[config.mk]
export PLATFORM = sky130hd
export DESIGN_NAME = simh_lane
export DESIGN_NICKNAME = d
export VERILOG_FILES = /design/src/hdl/simh_pkg.sv /design/src/hdl/simh_lane.sv
export SDC_FILE = /design/constraint.sdc
export NUM_CORES = 1
export LEC_CHECK = 0
export ABC_AREA = 1
export ABC_CLOCK_PERIOD_IN_PS = 5600
export BUFFER_PORTS_ARGS = -buffer_cell sky130_fd_sc_hd__buf_2
export CAP_MARGIN = 10
export CELL_PAD_IN_SITES_DETAIL_PLACEMENT = 1
export CELL_PAD_IN_SITES_GLOBAL_PLACEMENT = 1
export CORE_ASPECT_RATIO = 0.5
export CORE_UTILIZATION = 38
export CTS_BUF_LIST = sky130_fd_sc_hd__clkbuf_4 sky130_fd_sc_hd__clkbuf_8 sky130_fd_sc_hd__clkbuf_16
export DETAILED_ROUTE_END_ITERATION = 8
export PLACE_DENSITY = 0.88
export REMOVE_ABC_BUFFERS = 1
export SLEW_MARGIN = 25
export SYNTH_ARGS = -nofsm -noshare
export SYNTH_HDL_FRONTEND = slang
export SYNTH_SLANG_ARGS = --single-unit
[constraint.sdc]
create_clock -name clk -period 5.6 [get_ports clk]
set_input_delay 0.56 -clock clk [delete_from_list [all_inputs] [get_ports clk]]
set_output_delay 0.56 -clock clk [all_outputs]
set_load 0.05 [all_outputs]
[src/hdl/simh_pkg.sv]
package simh_pkg;

  localparam int HASH_BITS        = 32;
  localparam int WEIGHT_FRAC_BITS = 16;

  localparam int ID_W     = 32;
  localparam int WEIGHT_W = 32;
  localparam int FP_W     = 32;
  localparam int ACC_W    = 32;
  localparam int DIFF_W   = ACC_W + 1;
  localparam int SUM_W    = ACC_W + 2;

  localparam logic [DIFF_W-1:0] FRAC_MASK =
    DIFF_W'((64'd1 << WEIGHT_FRAC_BITS) - 64'd1);

  localparam logic signed [SUM_W-1:0] SAT_HI = SUM_W'(64'sd2147483647);
  localparam logic signed [SUM_W-1:0] SAT_LO = SUM_W'(-64'sd2147483648);

  typedef struct packed {
    logic upd;
    logic clr;
  } lane_ctrl_t;

endpackage

[src/hdl/simh_lane.sv]
module simh_lane (
  input  logic                                    clk,
  input  logic                                    rst,
  input  simh_pkg::lane_ctrl_t                    ctrl,
  input  logic                                    hash_bit,
  input  logic signed [simh_pkg::WEIGHT_W-1:0]    weight,
  output logic                                    nonneg
);

  logic signed [simh_pkg::ACC_W-1:0]  acc;
  logic signed [simh_pkg::ACC_W-1:0]  acc_next;
  logic signed [simh_pkg::DIFF_W-1:0] wext;
  logic signed [simh_pkg::DIFF_W-1:0] delta;
  logic signed [simh_pkg::DIFF_W-1:0] quot;
  logic signed [simh_pkg::SUM_W-1:0]  sum;
  logic signed [simh_pkg::SUM_W-1:0]  trunc;
  logic                               round_up;

  // The accumulator is an integer, so the fraction of the weight only
  // matters for rounding a negative result toward zero.
  always_comb begin
    wext     = {weight[simh_pkg::WEIGHT_W-1], weight};
    delta    = hash_bit ? wext : -wext;
    quot     = delta >>> simh_pkg::WEIGHT_FRAC_BITS;
    sum      = {{2{acc[simh_pkg::ACC_W-1]}}, acc} + {quot[simh_pkg::DIFF_W-1], quot};
    round_up = sum[simh_pkg::SUM_W-1] && ((delta & simh_pkg::FRAC_MASK) != '0);
    trunc    = sum + {{(simh_pkg::SUM_W-1){1'b0}}, round_up};
    if (trunc > simh_pkg::SAT_HI) begin
      acc_next = simh_pkg::SAT_HI[simh_pkg::ACC_W-1:0];
    end else if (trunc < simh_pkg::SAT_LO) begin
      acc_next = simh_pkg::SAT_LO[simh_pkg::ACC_W-1:0];
    end else begin
      acc_next = trunc[simh_pkg::ACC_W-1:0];
    end
  end

  assign nonneg = !acc_next[simh_pkg::ACC_W-1];

  always_ff @(posedge clk) begin
    if (rst) begin
      acc <= '0;
    end else if (ctrl.upd) begin
      acc <= ctrl.clr ? '0 : acc_next;
    end
  end

endmodule

==> run summary, run 1 <==
The initial core utilization came out at 40.2%. Counting flops with an async set or reset pin after synthesis yields a share of 0%. The number of enable-type register cells in the synthesized netlist came out at 0. The number of buffers inserted for hold repair after clock tree synthesis is 0. The sum of net half-perimeters after detailed placement came out at 20.8 mm.

The total global routing overflow is 21. Routability-driven placement finished with a final weighted congestion of 0.969. In the global-route stage, repair_timing last flagged the worst endpoint as nonneg. The total of buffers placed on input and output ports is 37. The count of distinct cell types in the synthesized netlist came out at 37. The Yosys step of the flow raised 0 warnings. Across every metal layer, demand over resource in global routing totals 77.5%. The share of synthesized area occupied by flip-flops and latches is 11.4%.

The placed instances occupy a cell area of 6890 sq um. The mean instance size in the synthesized netlist is 5.39 sq um. The run stopped with a tool error. The total clock buffers created by CTS is 5. The number of cell rows is 30. For this design the top-level I/O count stands at 38. The deepest clock path buffer count came out at 2. The cell area after technology mapping came out at 5610 sq um. The dominant synthesized flop cell is sky130_fd_sc_hd__dfxtp_1. The y dimension of the die came out at 87.9 microns. The count of H-tree levels built during CTS is 2. The cell at the root of the clock tree is sky130_fd_sc_hd__clkbuf_16. After the last repair the worst path ends at a primary output. Progress stopped at global routing. The synthesized instance count is 1,040.

The initial antenna violation count came out at 8. The post-synthesis sequential element count is 32. The tool reported: "[ERROR GRT-0232] Routing congestion too high. Check the congestion heatmap in the GUI". The pin count of the biggest net entering global routing is 34. The clock net in this run drives a total of 32 sinks. The die width is 174 microns.
cell usage after synthesis (4+ instances only):
cell / instances / area, sq um
sky130_fd_sc_hd__xnor2_1: 19 / 166
sky130_fd_sc_hd__nor2_1: 78 / 293
sky130_fd_sc_hd__and2_1: 8 / 50.1
sky130_fd_sc_hd__o21ai_0: 6 / 30.0
sky130_fd_sc_hd__nand3b_1: 4 / 30.0
sky130_fd_sc_hd__nand3_1: 86 / 430
sky130_fd_sc_hd__dfxtp_1: 32 / 641
sky130_fd_sc_hd__inv_1: 201 / 754
sky130_fd_sc_hd__nor2_2: 14 / 87.6
sky130_fd_sc_hd__clkbuf_1: 8 / 30.0
sky130_fd_sc_hd__nand4_1: 17 / 106
sky130_fd_sc_hd__nor2_4: 5 / 56.3
sky130_fd_sc_hd__nand2_2: 28 / 175
sky130_fd_sc_hd__nor3_1: 12 / 60.1
sky130_fd_sc_hd__xor2_1: 22 / 193
sky130_fd_sc_hd__nand3_2: 27 / 270
sky130_fd_sc_hd__a21oi_1: 21 / 105
sky130_fd_sc_hd__inv_2: 7 / 26.3
sky130_fd_sc_hd__nand2_1: 386 / 1450
sky130_fd_sc_hd__ha_1: 34 / 425
metal layers:
| metal | global-route usage (%) | overflow |
|---|---|---|
| met3 | 66.5 | 0 |
| met5 | 42.3 | 0 |
| met1 | 75.9 | 0 |
| met2 | 93.1 | 14 |
| met4 | 77.6 | 7 |
what timing repair did:
action / 4_1_cts
cloned: 2
pin swaps: 39
resized for setup: 69
endpoints found under the setup margin: 33
buffers inserted: 20
stage by stage:
stage / TNS (ns) / setup slack, ns / hold WS, ns / cells
CTS: -16.46 / -0.585 / 0.492 / 1406
global placement: -13.64 / -0.482 / 0.471 / 1376
floorplan: -19.73 / -0.658 / 0.444 / 1023
detailed placement: -39.70 / -1.27 / 0.478 / 1376
logic make-up after synthesis:
logic type               after synthesis  share of synthesized area [%]
flip-flops                            32                           11.4
AND/OR/NAND/NOR                      672                           54.8
buffers and inverters                227                           16.1
adder cells (fa/ha/maj)               35                           7.94
XOR/XNOR                              42                           6.69
AO/OA/AOI/OAI                         32                           3.08
==> inputs of run 2 (changes only) <==
- ABC_CLOCK_PERIOD_IN_PS: 5600 -> 7300
- CELL_PAD_IN_SITES_DETAIL_PLACEMENT: 1 -> not set
- CELL_PAD_IN_SITES_GLOBAL_PLACEMENT: 1 -> not set
- CORE_ASPECT_RATIO: 0.5 -> not set
- CORE_UTILIZATION: 38 -> 30
- CTS_BUF_LIST: sky130_fd_sc_hd__clkbuf_4 sky130_fd_sc_hd__clkbuf_8 sky130_fd_sc_hd__clkbuf_16 -> not set
- PLACE_DENSITY: 0.88 -> not set
- PLACE_DENSITY_LB_ADDON: not set -> 0.15
- clock period: 5.6 -> 7.3 ns (I/O delays scaled with it)
==> run summary, run 2 <==
The post-synthesis sequential element count is 32 (unchanged). The fraction of the mapped netlist area in simple logic gates came out at 54.8% (unchanged). Adding up every negative setup slack in the final design gives 0 ns.

After global routing the overflow that remains totals 0. On the critical path, the stage with the largest delay is an instance of sky130_fd_sc_hd__ha_1. The flow ran to the end, and the final reports show no timing, DRC or antenna violations.

The later-pin clock latency in the skew report came out at 0.29 ns. The number of enable-type register cells in the synthesized netlist came out at 0 (unchanged). The final count of hold timing violations came to 0. The kind of capture point of the worst setup path is an output pin. The share of cells above drive strength 1 came out at 13.2%.

In the routed layout, each cell is associated on average with a via count of 4.58. The post-synthesis async set-or-reset flop share is 0% (unchanged). For the pin with the worst max-slew slack, the measured transition is 0.595 ns. The number of global-route vias before repair came out at 5,611. The pin count of the biggest net entering global routing came out at 34. After detailed routing, the number of remaining DRC violations is 0. The final max-slew violation count came out at 0. The number of violations of the max-capacitance limit came out at 0. The number of flip-flops under the largest register name is 32.

The count of vias placed by the detailed router is 5,965. The total clock buffers created by CTS came to 5 (unchanged). The core footprint is 18,100 sq um. TritonCTS built the clock tree. The clock skew after layout is 0.00682 ns. The die width is 139 microns (-20%).

Relative to the synthesized area, the layout overhead comes to 11.0%. The critical path data arrival time is 5.93 ns. The share of synthesized area occupied by flip-flops and latches came out at 11.4% (unchanged). The cell repeated most along the worst path is sky130_fd_sc_hd__nand2_1. The delay contributed by the slowest stage of the critical path came out at 0.37 ns. The total of buffers placed on input and output ports is 37 (unchanged). The filler cell count came out at 2,103. The synthesized instance count came out at 1,040 (unchanged). The cell area after technology mapping came out at 5610 sq um (unchanged). The mean instance size in the synthesized netlist is 5.39 sq um (unchanged). The largest total area in the synthesized netlist belongs to sky130_fd_sc_hd__nand2_1. Among all cell types in the netlist, the one instantiated most often is sky130_fd_sc_hd__nand2_1. The routability congestion estimate was 0.868 (-10%). The placed cell area is 6030 sq um (-13%). The sink count of the clock tree came out at 32 (unchanged). Leaving out fill and tap cells, the most frequent cell in the layout is sky130_fd_sc_hd__nand2_1. The count of H-tree levels built during CTS is 2 (unchanged).

The clock-pin slew reported for the worst setup and hold paths after clock tree synthesis is 0.06 ns. The worst hold path class is register to register. The share of the synthesized area in the top cell type is 25.8% (unchanged). The main combinational cell family by area after synthesis is simple AND/OR/NAND/NOR gates. For this run, the leading register cell type out of synthesis is sky130_fd_sc_hd__dfxtp_1. The maximum resistive drop on vdd came out at 71.0 uV. The first-pass detailed-route iteration total came out at 5. The total power came out at 1.16 mW. The number of warnings printed during yosys synthesis came out at 0 (unchanged). The minimum clock period is 6.66 ns. The worst hold-check slack is 0.494 ns. In the final layout, the registers with the most flip-flops are acc: 32 flops.

The final layout contains routed wiring with a total length of 18.4 mm. The count of distinct cell types in the synthesized netlist is 37 (unchanged). The kind of critical path is input pin to output pin. The required arrival time at the worst endpoint came out at 6.57 ns. The routed wire length per instance is 14.1 microns. The commonest cells after synthesis are 386 x sky130_fd_sc_hd__nand2_1, 201 x sky130_fd_sc_hd__inv_1, 86 x sky130_fd_sc_hd__nand3_1. Global routing used 19.6% of the available tracks.

The area enclosed by the die boundary is 19,300 sq um. The worst-case headroom to the max-slew limit is 60.3%. The y dimension of the die came out at 139 microns (+58%).

The post-route antenna net violation count came out at 0. The deepest clock path buffer count came out at 2 (unchanged). The compound-cell area share of the yosys netlist is 3.08% (unchanged). Based on the critical path, the design can be clocked at up to 150 MHz. The initial antenna violation count came out at 0. The adder and majority gate portion of the synthesized area came out at 7.94% (unchanged).

The fraction of synthesized cell area in xor and xnor cells is 6.69% (unchanged). The initial core utilization was 30.9% (-9.3 points). The top cell types in the final layout, fill and taps aside, are 385 x sky130_fd_sc_hd__nand2_1, 200 x sky130_fd_sc_hd__inv_1, 86 x sky130_fd_sc_hd__nand3_1.

The total power per unit cell area came out at 187 nW/um^2. The I/O pin count was 38 (unchanged). The cell area after layout is 6230 sq um.

The number of buffers inserted for hold repair after clock tree synthesis came out at 0 (unchanged). Setup repair after global routing left no endpoint under its margin. STA classifies the critical path startpoint as an input pin. After the last flow step, the layout net total stands at 1,145.

The tree is rooted in a sky130_fd_sc_hd__clkbuf_16. The violation count after the first detailed-routing iteration came out at 413. The number of antenna diodes in the final layout is 0. Yosys attributes the largest share of cell area to sky130_fd_sc_hd__nand2_1 26%, sky130_fd_sc_hd__inv_1 13%, sky130_fd_sc_hd__dfxtp_1 11%. The number of cell rows came out at 49 (+63%). acc holds more flip-flops than any other register.

The global-route wire length before repair came out at 29.6 mm. The post-synthesis mux area share came out at 0% (unchanged). The leakage power total is 3.68 nW. Setup violations remaining at the end of the flow were counted as 0. The worst-path maximum fanout is 5. The final period utilization came out at 91.3%. The sum of net half-perimeters after detailed placement came out at 15.3 mm (-27%).
run 2: cell counts after synthesis:
Identical to the previous run, type by type.
run 2: worst max-delay path: cells and delay by family:
| kind | cells | cell delay [ns] |
|---|---|---|
| simple gates | 31 | 3.78 |
| compound gates | 1 | 0.09 |
| fa+ha+maj | 2 | 0.55 |
| buf+inv | 5 | 0.59 |
| xor+xnor | 1 | 0.16 |
run 2: cell type report:
type,count,area [sq um],share of cell area [%]
tap,229,287,4.60
clock inverter,1,30.0,0.482
sequential,32,641,10.3
multi-input combinational,781,4080,65.6
clock buffer,7,153,2.45
timing repair buffer,43,245,3.94
inverter,210,788,12.7
run 2: stage by stage:
step / instances / utilization (%) / setup WS, ns
detailed placement: 1295 / 33.2 / 0.323
global placement: 1295 / 33.2 / 0.389
floorplan: 1023 / - / 0.872
global route: 1303 / 34.3 / 0.0235
CTS: 1303 / 34.2 / 0.311
finish: 1303 / 34.3 / 0.637
run 2: per-layer routing:
metal  track usage [%]  up-vias  wire length, microns
li1                  -     3233                     -
met1              28.9     2589                  9550
met2              30.6      124                  7700
met3              1.55       19                   803
met4              4.74        0                   295
met5                 0        -                     0
run 2: report_power, final:
group / switching, mW / internal (mW) / leakage (nW)
logic: 0.463 / 0.217 / 3.32
registers: 0.0187 / 0.196 / 0.262
clock network: 0.0875 / 0.180 / 0.0901
run 2: final timing paths:
check                           cells past startpoint      to  startpoint  slack (ns)
worst min register to register                      2  acc[0]      acc[0]        0.49
worst min-delay path                                2  acc[0]      acc[0]        0.49
worst max-delay path                               40  nonneg  weight[12]        0.64
worst max register to register                     31  acc[2]      acc[0]        2.69
run 2: cell families (layout without fill, tap and decap cells):
group,count (synthesis),count (layout)
compound gates,32,32
xor+xnor,42,42
fa+ha+maj,35,35
buf+inv,227,261
flops,32,32
simple gates,672,672
run 2: timing repair:
action	CTS	global route
buffers inserted	0	0
resized for setup	0	6
endpoints found under the setup margin	0	5
endpoints found under the hold margin	0	0
No activity file was read; power rests on OpenSTA's default activity.
==> inputs of run 3 (changes only) <==
- CORE_UTILIZATION: 30 -> 50
==> run summary, run 3 (synthesis results as in run 2) <==
The setup path with the least slack is of type input pin to output pin. The final period utilization came out at 90.0% (-1.2 points). The routability congestion estimate came out at 0.964 (+11%). The leakage power total is 3.64 nW (-0.85%). The required arrival time at the worst endpoint is 6.57 ns (about the same).

The maximum resistive drop on vdd is 107 uV (+50%). The deepest clock path buffer count came out at 2 (unchanged). In this design, the critical path's most frequently occurring cell is sky130_fd_sc_hd__nand2_1. The sink count of the clock tree came out at 32 (unchanged). Setup repair after global routing left no endpoint under its margin. The die width came out at 108 microns (-22%). The total clock buffers created by CTS came out at 5 (unchanged). The total power per unit cell area is 178 nW/um^2 (-4.5%). The share of cells above drive strength 1 came out at 13.1% (-0.093 points).

The final count of hold timing violations was 0 (unchanged). The number of global-route vias before repair is 5,531 (-1.4%). The total global routing overflow was 0 (unchanged). The worst-case headroom to the max-slew limit was 59.4% (-0.92 points).

The worst hold path class is register to register. The largest registers in the layout are acc: 32 flops. The minimum clock period came out at 6.57 ns (-0.0910 ns). The later-pin clock latency in the skew report is 0.32 ns (+0.03 ns). The worst setup path is captured at an output pin. The clock-pin slew reported for the worst setup and hold paths after clock tree synthesis is 0.09 ns (+0.03 ns). The overall routed net length is 16.3 mm (-11%). The number of flip-flops under the largest register name came to 32 (unchanged). The number of nets in the final layout came out at 1,145 (unchanged).

The highest-delay cell along the critical path is sky130_fd_sc_hd__ha_1. The top cell types in the final layout, fill and taps aside, are 386 x sky130_fd_sc_hd__nand2_1, 200 x sky130_fd_sc_hd__inv_1, 86 x sky130_fd_sc_hd__nand3_1. The critical path data arrival time came out at 5.84 ns (-0.09 ns). The I/O pin count is 38 (unchanged). The library cell used most frequently in the layout, excluding fill and tap cells, is sky130_fd_sc_hd__nand2_1.

The total power is 1.08 mW (-7.2%). The delay contributed by the slowest stage of the critical path came out at 0.39 ns (+0.02 ns). The worst setup path is launched from an input pin. The cell at the root of the clock tree is sky130_fd_sc_hd__clkbuf_8. The number of diodes came out at 0 (unchanged). The aggregate negative setup slack is 0 ns (unchanged). The filler cell count came out at 1,197 (-43%).

The sum of net half-perimeters after detailed placement is 13.2 mm (-14%). The clock skew after layout is 0.0115 ns (+0.00466 ns). The count of H-tree levels built during CTS came out at 2 (unchanged).

The final max-slew violation count is 0 (unchanged). The overall global routing resource usage came out at 29.5% (+9.8 points). The number of violations of the max-capacitance limit came out at 0 (unchanged). The pin count of the biggest net entering global routing came out at 34 (unchanged). The transition at the pin with the smallest max-transition slack is 0.608 ns (+0.0139 ns). The y dimension of the die came to 108 microns (-22%). The first-pass detailed-route iteration total came to 5 (unchanged). The post-route antenna net violation count came out at 0 (unchanged).

The flow ran to the end, and the final reports show no timing, DRC or antenna violations. The worst-path maximum fanout is 16 (+11). The count of vias placed by the detailed router came out at 6,204 (+4.0%).

The number of remaining DRC errors was 0 (unchanged). The total of buffers placed on input and output ports is 37 (unchanged). The highest clock frequency the design can meet is 152 MHz (+1.4%). The initial core utilization is 51.5% (+21 points). The area overhead of the layout relative to synthesis came out at 7.81%. The area enclosed by the die boundary came out at 11,600 sq um (-39%). The number of cell rows was 38 (-22%). The routed wire length per instance came to 13.4 microns (-4.7%). The violation count after the first detailed-routing iteration came out at 410 (-0.73%). acc holds more flip-flops than any other register. The final count of negative-setup-slack endpoints is 0 (unchanged).

The global-route wire length before repair came out at 26.4 mm (-11%). The detailed-route vias per instance came to 5.11 (+12%). The core footprint is 10,900 sq um (-40%). The initial antenna violation count is 0 (unchanged). TritonCTS built the clock tree.
run 3: final timing paths:
check                  from  endpoint  slack, ns  cells after the start
setup / recovery  weight[8]    nonneg       0.73                     38
hold / removal       acc[0]    acc[0]       0.48                      2
setup reg to reg     acc[0]   acc[14]       2.62                     33
hold reg to reg      acc[0]    acc[0]       0.48                      2
run 3: critical path, delay by kind of cell:
| family | cells | cell delay (ns) |
|---|---|---|
| buffers and inverters | 5 | 0.67 |
| AOI/OAI and AO/OA | 3 | 0.54 |
| adders and majority gates | 2 | 0.56 |
| and+or+nand+nor | 28 | 3.33 |
run 3: layout make-up:
cell class / count / area [sq um] / area share, %
clock buffer: 5 / 68.8 / 1.14
clock inverter: 3 / 42.5 / 0.703
inverter: 210 / 788 / 13.0
multi-input combinational: 781 / 4080 / 67.4
sequential: 32 / 641 / 10.6
tap: 140 / 175 / 2.90
timing repair buffer: 43 / 258 / 4.26
run 3: what timing repair did:
item                                    4_1_cts  5_1_grt
gates resized for setup                       0        3
buffers inserted                              0        0
endpoints found under the setup margin        0        1
hold buffers                                  0        0
run 3: metal layers:
metal	vias to the layer above	GRT usage [%]	wire, microns
met5	-	0	0
li1	3236	-	-
met2	202	46.6	6990
met1	2754	42.1	7830
met3	12	4.58	1300
met4	0	5.87	183
run 3: metrics by stage:
stage	hold slack [ns]	area, sq um	setup WS (ns)	utilization (%)	std cells
detailed placement	0.468	5930	0.509	54.5	1206
global route	0.513	6050	0.0676	55.6	1214
floorplan	0.444	5500	0.872	-	1023
CTS	0.483	6040	0.569	55.5	1214
global placement	0.463	5930	0.518	54.5	1206
finish	0.477	6050	0.728	55.6	1214
run 3: report_power, final:
part,switching [mW],internal (mW),total [mW]
clock,0.0936,0.101,0.195
sequential,0.0146,0.196,0.210
combinational,0.454,0.219,0.673
total,0.562,0.516,1.08
